File: src/rtl/cdp_pkg.sv
// Shared types and constants for the call depth profiler.
package cdp_pkg;

    localparam int unsigned WORD_W   = 64;
    localparam int unsigned DEPTH_W  = 6;
    localparam int unsigned SKIP_W   = 9;
    localparam logic [SKIP_W-1:0] SKIP_MAX = 9'd511;

    // Configuration register indexes
    localparam int unsigned CFG_IDX_W = 2;
    localparam logic [CFG_IDX_W-1:0] CFG_MAX_DEPTH = 2'd0;
    localparam logic [CFG_IDX_W-1:0] CFG_COST_MIN  = 2'd1;
    localparam logic [CFG_IDX_W-1:0] CFG_PROF_EN   = 2'd2;

    // Event kinds
    localparam logic CMD_CALL   = 1'b0;
    localparam logic CMD_RETURN = 1'b1;

    // Stream packing
    localparam int unsigned S_TDATA_W = 256;
    localparam int unsigned S_TUSER_W = 2;
    localparam int unsigned M_TDATA_W = 264;
    localparam int unsigned M_TUSER_W = 2;

    // Controller to datapath commands
    typedef struct packed {
        logic take;  // input transaction accepted this cycle
        logic calc;  // memory read data valid, form elapsed time
        logic emit;  // load the output register
    } cdp_cmd_t;

    // Datapath to controller status
    typedef struct packed {
        logic out_free;
    } cdp_sts_t;

endpackage

File: src/rtl/cdp_ctrl.sv
// Sequencer for the call depth profiler: accept, read, evaluate.
module cdp_ctrl (
    input  logic             aclk,
    input  logic             aresetn,
    input  logic             s_tvalid,
    output logic             s_tready,
    input  cdp_pkg::cdp_sts_t sts,
    output cdp_pkg::cdp_cmd_t cmd
);
    import cdp_pkg::*;

    typedef enum logic [2:0] {
        ST_IDLE = 3'b001,
        ST_READ = 3'b010,
        ST_EVAL = 3'b100
    } state_t;

    state_t state_reg, state_next;

    always_comb begin
        state_next = state_reg;
        cmd        = '0;
        s_tready   = 1'b0;
        unique case (state_reg)
            ST_IDLE: begin
                s_tready = 1'b1;
                cmd.take = s_tvalid;
                if (s_tvalid) begin
                    state_next = ST_READ;
                end
            end
            ST_READ: begin
                cmd.calc   = 1'b1;
                state_next = ST_EVAL;
            end
            ST_EVAL: begin
                // hold the result until the output register frees up
                cmd.emit = sts.out_free;
                if (sts.out_free) begin
                    state_next = ST_IDLE;
                end
            end
            default: begin
                state_next = ST_IDLE;
            end
        endcase
    end

    always_ff @(posedge aclk) begin
        if (!aresetn) begin
            state_reg <= ST_IDLE;
        end else begin
            state_reg <= state_next;
        end
    end

endmodule

File: config.mk
export PLATFORM = sky130hd
export DESIGN_NAME = cdp_ctrl
export DESIGN_NICKNAME = d
export VERILOG_FILES = /design/src/rtl/cdp_pkg.sv /design/src/rtl/cdp_ctrl.sv
export SDC_FILE = /design/constraint.sdc
export NUM_CORES = 1
export LEC_CHECK = 0
export BUFFER_PORTS_ARGS = -buffer_cell sky130_fd_sc_hd__buf_2
export CAP_MARGIN = 20
export CELL_PAD_IN_SITES_DETAIL_PLACEMENT = 1
export CELL_PAD_IN_SITES_GLOBAL_PLACEMENT = 2
export CORE_AREA = 2 2 39 41
export DETAILED_ROUTE_END_ITERATION = 16
export DIE_AREA = 0 0 41 43
export MAX_ROUTING_LAYER = met4
export PLACE_DENSITY_LB_ADDON = 0.1
export REMOVE_ABC_BUFFERS = 1
export SYNTH_ARGS = -nofsm -noshare
export SYNTH_HDL_FRONTEND = slang
export SYNTH_SLANG_ARGS = --single-unit
export TNS_END_PERCENT = 10
File: constraint.sdc
create_clock -name aclk -period 1.2 [get_ports aclk]
set_input_delay 0.12 -clock aclk [delete_from_list [all_inputs] [get_ports aclk]]
set_output_delay 0.12 -clock aclk [all_outputs]
set_load 0.005 [all_outputs]
* Word-level counts from Yosys, hierarchy flattened
Cells that the tools add are included.
** Storage, ports and cells
- Register bits after elaboration :: 3
- Input port bits :: 4
- Output and inout bits :: 4
- Logic and storage cells :: 14
** Operators by class
- Equality and inequality tests :: 5
- Muxes and demuxes :: 7
- Reductions and logical operators :: 1
** Operators by type and width (number)
- 3-bit one-hot mux with 3 select lines :: 1
- 3-bit two-way mux :: 2
- 1-bit two-way mux :: 4
- 2-bit != test (second input constant) :: 2
- 3-bit by 1-bit equality test with 1-bit output (second input constant) :: 1
- 3-bit by 2-bit equality test with 1-bit output (second input constant) :: 1
- 3-bit equality test (second input constant) :: 1
- 2-bit AND reduction :: 1

* Logic depth before layout (Yosys ltp)
Gate-level depths: netlist of run 1.
- Depth in word-level cells :: 3
- Depth in mapped cells :: 2

* Least setup slack after synthesis of run 1
OpenSTA, ideal clock, no wires.
- Path kind :: register to register
- Start :: register state_reg[2]
- End :: register state_reg[2]
- Data arrival time :: 0.858 ns
- Required time :: 1.134 ns
- Path slack :: 0.276 ns
- Stages on the path, launching flop included :: 3
- Cell sequence :: dfxtp_1 or3b_1 a21oi_2
** On the way
- Cells in the longest elaborated chain, start to end :: 3
** Ends and longest elaborated chain
- start, declared :: RTL line cdp_ctrl.sv:18 : state_t state_reg, state_next;
- start signal, assigned :: RTL line cdp_ctrl.sv:53 : state_reg <= state_next;
- 3-bit equality test or 3-bit by 1-bit equality test with 1-bit output (tied branches) :: RTL line cdp_ctrl.sv:24 : unique case (state_reg)
- 2-bit != test (no line)
- 2-bit AND reduction (no line)
Parallel ways exist; a longest one is shown, timed or not.
A chain may end at the register's enable or synchronous reset.

==> results of run 1 <==
## power groups by stage
| stage | logic, mW | clock network, mW | registers (mW) |
|---|---|---|---|
| 2_1_floorplan | 0.0188 | 0 | 0.113 |
| 3_3_place_gp | 0.0348 | 0 | 0.116 |
| 3_5_place_dp | 0.0346 | 0 | 0.115 |
| 4_1_cts | 0.0351 | 0.180 | 0.114 |
| 5_1_grt | 0.0386 | 0.195 | 0.118 |
| 6_report | 0.0354 | 0.172 | 0.116 |
## worst reg2reg max path, delay by kind of cell (launching register included)
| kind | cells | cell delay, ps |
|---|---|---|
| flops | 1 | 380 |
| simple gates | 1 | 380 |
| compound gates | 1 | 140 |
## through the flow
stage | hold WS (ps) | total power, mW | util [%] | area, µm²
after CTS | 102 | 0.329 | 17.5 | 241
after global routing | 94.7 | 0.351 | 18.2 | 251
after detailed placement | 336 | 0.150 | 15.6 | 215
after global placement | 338 | 0.151 | 15.6 | 215
final | 103 | 0.323 | 18.2 | 251
after floorplan | 185 | 0.132 | - | 160
## kinds of logic after synthesis
| group | count (synthesis) | share of synthesized area [%] |
|---|---|---|
| AO/OA/AOI/OAI | 2 | 12.7 |
| buffers and inverters | 1 | 4.48 |
| flip-flops | 3 | 35.8 |
| AND/OR/NAND/NOR | 9 | 47.0 |
## Yosys cell counts
master	number	area, µm²
sky130_fd_sc_hd__and2_1	1	6.26
sky130_fd_sc_hd__and4bb_1	1	12.5
sky130_fd_sc_hd__o31ai_2	1	12.5
sky130_fd_sc_hd__nor4b_1	1	8.76
sky130_fd_sc_hd__buf_4	1	7.51
sky130_fd_sc_hd__a21oi_2	1	8.76
sky130_fd_sc_hd__dfxtp_1	3	60.1
sky130_fd_sc_hd__nor3b_1	1	7.51
sky130_fd_sc_hd__nand2b_1	2	12.5
sky130_fd_sc_hd__or3b_1	1	8.76
sky130_fd_sc_hd__nor3b_2	1	12.5
sky130_fd_sc_hd__nor4bb_1	1	10.0
## worst max path at each step
stage	from	to	slack (ps)
global route	state_reg[2]$_SDFFE_PN0P_	cmd[2]	10
detailed placement	state_reg[2]$_SDFFE_PN0P_	state_reg[2]$_SDFFE_PN0P_	190
CTS	state_reg[1]$_SDFFE_PN0P_	cmd[1]	20
finish	state_reg[2]$_SDFFE_PN0P_	cmd[2]	50
floorplan	state_reg[2]$_SDFFE_PN0P_	state_reg[2]$_SDFFE_PN0P_	280
global placement	state_reg[2]$_SDFFE_PN0P_	state_reg[0]$_SDFFE_PN1P_	200
## cell type report
class                           count  area share, %
Tap cell                           16           7.96
Sequential cell                     3           25.4
Timing Repair Buffer                7           13.9
Clock buffer                        4           10.4
Multi-Input combinational cell     11           42.3
## layer usage
layer  vias up  track usage (%)  wire [µm]
li1         76                -          -
met3         0             4.71         33
met1        74             4.47        159
met4         0             6.00          0
met5         -                -          0
met2         4             7.19        210
## repair_timing
item	in CTS	in global routing
gates resized for setup	0	4
setup endpoints to repair	0	2
endpoints found under the hold margin	0	0
hold buffers	0	0
==> results.tsv, run 1 <==
metric	value	unit
startpoint_type	flop	
irDropWorstVdd	0.000258	V
period_share	96.0	%
clock_latency	230	ps
netlist_area	168	µm²
die_outline_area	1760	µm²
gp_congestion	0.542	
levels_on_crit_path	2	
synth.avg_cell_area	11.2	µm²
num_io_pins	8	
ff2ff_path_depth	2	
dp_hpwl	305	µm
grt_setup_unrepaired	false	
ctsRootBufferMaster	sky130_fd_sc_hd__clkbuf_4	
worst_path_largest_cell_delay	340	ps
largest_net_degree_at_the_start_of_global_routing	8	
cp.required	1080	ps
global_route_wire_length_before_repair	558	µm
initial_utilization	12.1	%
postCtsSetupBuffers	0	
power.density	1290	nW/µm²
antenna_found_initial	0	
flow.area_growth_from_synthesis	50.0	%
globalRouteTotalUtil	5.65	%
family_with_the_most_delay_on_the_worst_path	flip-flops	
dp_slack	193	ps
final_net_count	30	
accumulated_negative_setup_slack	0	ps
clock_path_buffers	2	
io_port_bufs	7	
drt_first_iter_violations	0	
fill_cells	173	
ys_seq_area_share	35.8	%
final_common_cell	sky130_fd_sc_hd__buf_2	
proportion_of_power_drawn_by_the_clock_network	53.1	%
critical-path-slowest-cell	sky130_fd_sc_hd__dfxtp_2	
share_of_total_power_consumed_by_net_switching	21.9	%
cell_internal_pwr	253	µW
reg2reg_from	state_reg[2]$_SDFFE_PN0P_	
fp-row-count	14	
yosys_reg_bits	3	
die_h	43	µm
first_global_vias	155	
drt_pass1_iterations	1	
largest_register_ff_count	3	
hold_path_depth	2	
routed_wirelength	402	µm
finalMaxSlewViolations	0	
worst_hold_startpoint	aresetn	
residual_overflow_from_global_routing	0	
p_switching	70.9	µW
worst-path-max-fanout	7	
yosysWarningCount	0	
achievable-frequency	868	MHz
hold_path_end	state_reg[0]$_SDFFE_PN1P_	
critPathCaptureType	output pin	
total_leakage_power	0.0925	nW
final_cell_mix	7 x sky130_fd_sc_hd__buf_2, 3 x sky130_fd_sc_hd__clkbuf_4, 3 x sky130_fd_sc_hd__dfxtp_2	
tritoncts_clock_tree	yes	
criticalPathCategory	reg2out	
final_worst_path_setup_slack	48.4	ps
routed_via_density	3.76	
final-seq-area	63.8	µm²
reg2reg_slack	230	ps
n_antenna_cell	0	
timing.max_cap.violations	0	
placedCellCount	37	
wl_per_cell	9.80	µm
relSlewSlack	75.5	%
netlist_instances	15	
final-hold-violation-count	0	
routed-via-count	154	
worstPathCellList	and4bb_1 -> buf_2	
combinationalPowerShare	10.9	%
power_frac_seq	36.0	%
fp.coreArea	1380	µm²
hp-class	in2reg	
critPathArrivalTime	1030	ps
finish.cell_count_without_fillers	41	
r2r_end	state_reg[2]$_SDFFE_PN0P_	
finalSetupViolCount	0	
outcome	finished clean	
drc	0	
tritoncts_buffers	3	
ys_types	12	
combined_area_of_the_multi_input_logic_cells	106	µm²
final_layout_size_suffix_gt1_share	64.0	%
horiz_die_dim	41	µm
fin_skew	1.39	ps
clock_tree.htree_level_count	1	
crit_buf_inv	1	
clk_pin_slew_worst_paths	40	ps
max_slew.worst_pin.slew	362	ps
period_minus_slack	1150	ps
number_of_sinks_on_the_clock_net	3	
antenna_left	0	
No activity file was read; power rests on OpenSTA's default activity.
==> run 2: changes to the inputs <==
PLACE_DENSITY = 0.46   (was not set)
PLACE_DENSITY_LB_ADDON = not set   (was 0.1)
==> results.tsv, run 2 (synthesized netlist as in run 1, its figures left out) <==
metric	value	unit	change
tritoncts_buffers	3		unchanged
final_common_cell	sky130_fd_sc_hd__buf_2		
io_port_bufs	7		unchanged
postCtsSetupBuffers	0		unchanged
proportion_of_power_drawn_by_the_clock_network	55.5	%	+2.4 points
worst_hold_startpoint	aresetn		
finalMaxSlewViolations	0		unchanged
routed-via-count	158		+2.6%
wl_per_cell	10.3	µm	+5.5%
final_net_count	30		unchanged
first_global_vias	173		+12%
startpoint_type	flop		
worst-path-max-fanout	7		unchanged
total_power	335	µW	+3.5%
critPathLaunch	state_reg[2]$_SDFFE_PN0P_		
initial_utilization	12.1	%	unchanged
achievable-frequency	866	MHz	-0.26%
cp.required	1080	ps	about the same
critPathArrivalTime	1030	ps	about the same
p_switching	82.8	µW	+17%
routed_via_density	3.85		+2.6%
drt_first_iter_violations	1		+1
total_leakage_power	0.0924	nW	-0.10%
clock_tree.htree_level_count	1		unchanged
globalRouteTotalUtil	6.26	%	+0.62 points
clock_latency	240	ps	about the same
irDropWorstVdd	0.000187	V	-28%
reg2reg_from	state_reg[2]$_SDFFE_PN0P_		
final_layout_size_suffix_gt1_share	64.0	%	unchanged
num_io_pins	8		unchanged
max_slew.worst_pin.slew	342	ps	-20.4 ps
final_cell_mix	7 x sky130_fd_sc_hd__buf_2, 3 x sky130_fd_sc_hd__clkbuf_4, 3 x sky130_fd_sc_hd__dfxtp_2		
combinationalPowerShare	10.1	%	-0.8 points
timing.max_cap.violations	0		unchanged
clk_pin_slew_worst_paths	40	ps	about the same
global_route_wire_length_before_repair	683	µm	+22%
die_outline_area	1760	µm²	unchanged
critPathCaptureType	output pin		
fp-row-count	14		unchanged
period_share	96.2	%	+0.25 points
n_antenna_cell	0		unchanged
finalSetupViolCount	0		unchanged
hp-class	in2reg		
fp.coreArea	1380	µm²	unchanged
drt_pass1_iterations	2		+1
gp_congestion	0.682		+26%
ctsRootBufferMaster	sky130_fd_sc_hd__clkbuf_4		
relSlewSlack	76.9	%	+1.4 points
antenna_found_initial	0		unchanged
hold_path_depth	2		unchanged
residual_overflow_from_global_routing	0		unchanged
largest_register_ff_count	3		unchanged
routed_wirelength	424	µm	+5.5%
cell_internal_pwr	252	µW	-0.23%
accumulated_negative_setup_slack	0	ps	unchanged
period_minus_slack	1150	ps	+3.04 ps
die_h	43	µm	unchanged
grt_setup_unrepaired	true		
power_frac_seq	34.5	%	-1.5 points
tritoncts_clock_tree	yes		
drc	0		unchanged
clock_path_buffers	2		unchanged
antenna_left	0		unchanged
final-hold-violation-count	0		unchanged
largest_net_degree_at_the_start_of_global_routing	8		unchanged
flow.area_growth_from_synthesis	46.3	%	
fill_cells	170		-1.7%
criticalPathCategory	reg2out		
share_of_total_power_consumed_by_net_switching	24.7	%	+2.8 points
number_of_sinks_on_the_clock_net	3		unchanged
power.density	1370	nW/µm²	+6.1%
horiz_die_dim	41	µm	unchanged
fin_skew	2.43	ps	+1.04 ps
outcome	finished clean		
ff2ff_path_depth	2		unchanged
run 2: cell types whose count changed in the layout (fill, tap and decap cells not counted):
cell | previous run | this run
sky130_fd_sc_hd__nor3b_4 | 1 | 0
sky130_fd_sc_hd__nor3b_2 | 0 | 1
run 2: metal layers:
layer / vias up / part of all wire [%] / global-route usage [%]
met4: 0 / 0 / 6.00
met1: 79 / 39 / 6.71
li1: 78 / - / -
met5: - / 0 / -
met2: 1 / 61 / 7.81
met3: 0 / 0 / 3.14
run 2: worst max-delay path: stages, from the launching register on:
cell and delay [ps]:
sky130_fd_sc_hd__dfxtp_2 340, sky130_fd_sc_hd__and4bb_1 330, sky130_fd_sc_hd__buf_2 130
run 2: area by class of cell:
cell class                      count  area, µm²  area share [%]
Timing Repair Buffer                7       35.0            14.3
Tap cell                           16       20.0            8.16
Sequential cell                     3       63.8            26.0
Multi-Input combinational cell     11        100            40.8
Clock buffer                        4       26.3            10.7
run 2: power groups by stage:
stage	Combinational [mW]	Sequential (mW)	Clock, mW
global route	0.0379	0.117	0.204
global placement	0.0338	0.116	0
CTS	0.0344	0.114	0.191
detailed placement	0.0346	0.116	0
finish	0.0338	0.115	0.186
floorplan	0.0188	0.113	0
run 2: repair_timing:
| action | in CTS | in global routing |
|---|---|---|
| gates resized for setup | 0 | 3 |
| hold buffers | 0 | 0 |
| endpoints found under the setup margin | 0 | 4 |
run 2: worst paths after layout:
check	endpoint	slack [ps]
setup / recovery	cmd[2]	50
hold / removal	state_reg[0]$_SDFFE_PN1P_	90
setup reg to reg	state_reg[0]$_SDFFE_PN1P_	250
hold reg to reg	state_reg[2]$_SDFFE_PN0P_	510
run 2: stage by stage:
| stage | cells | setup WS, ps | hold WS [ps] | area (µm²) | utilization, % |
|---|---|---|---|---|---|
| after floorplan | 14 | 276 | 185 | 160 | - |
| after global placement | 37 | 193 | 324 | 215 | 15.6 |
| after detailed placement | 37 | 199 | 332 | 215 | 15.6 |
| after CTS | 41 | 0.932 | 83.4 | 241 | 17.5 |
| after global routing | 41 | -8.01 | 85.0 | 245 | 17.7 |
| final | 41 | 45.4 | 92.5 | 245 | 17.7 |
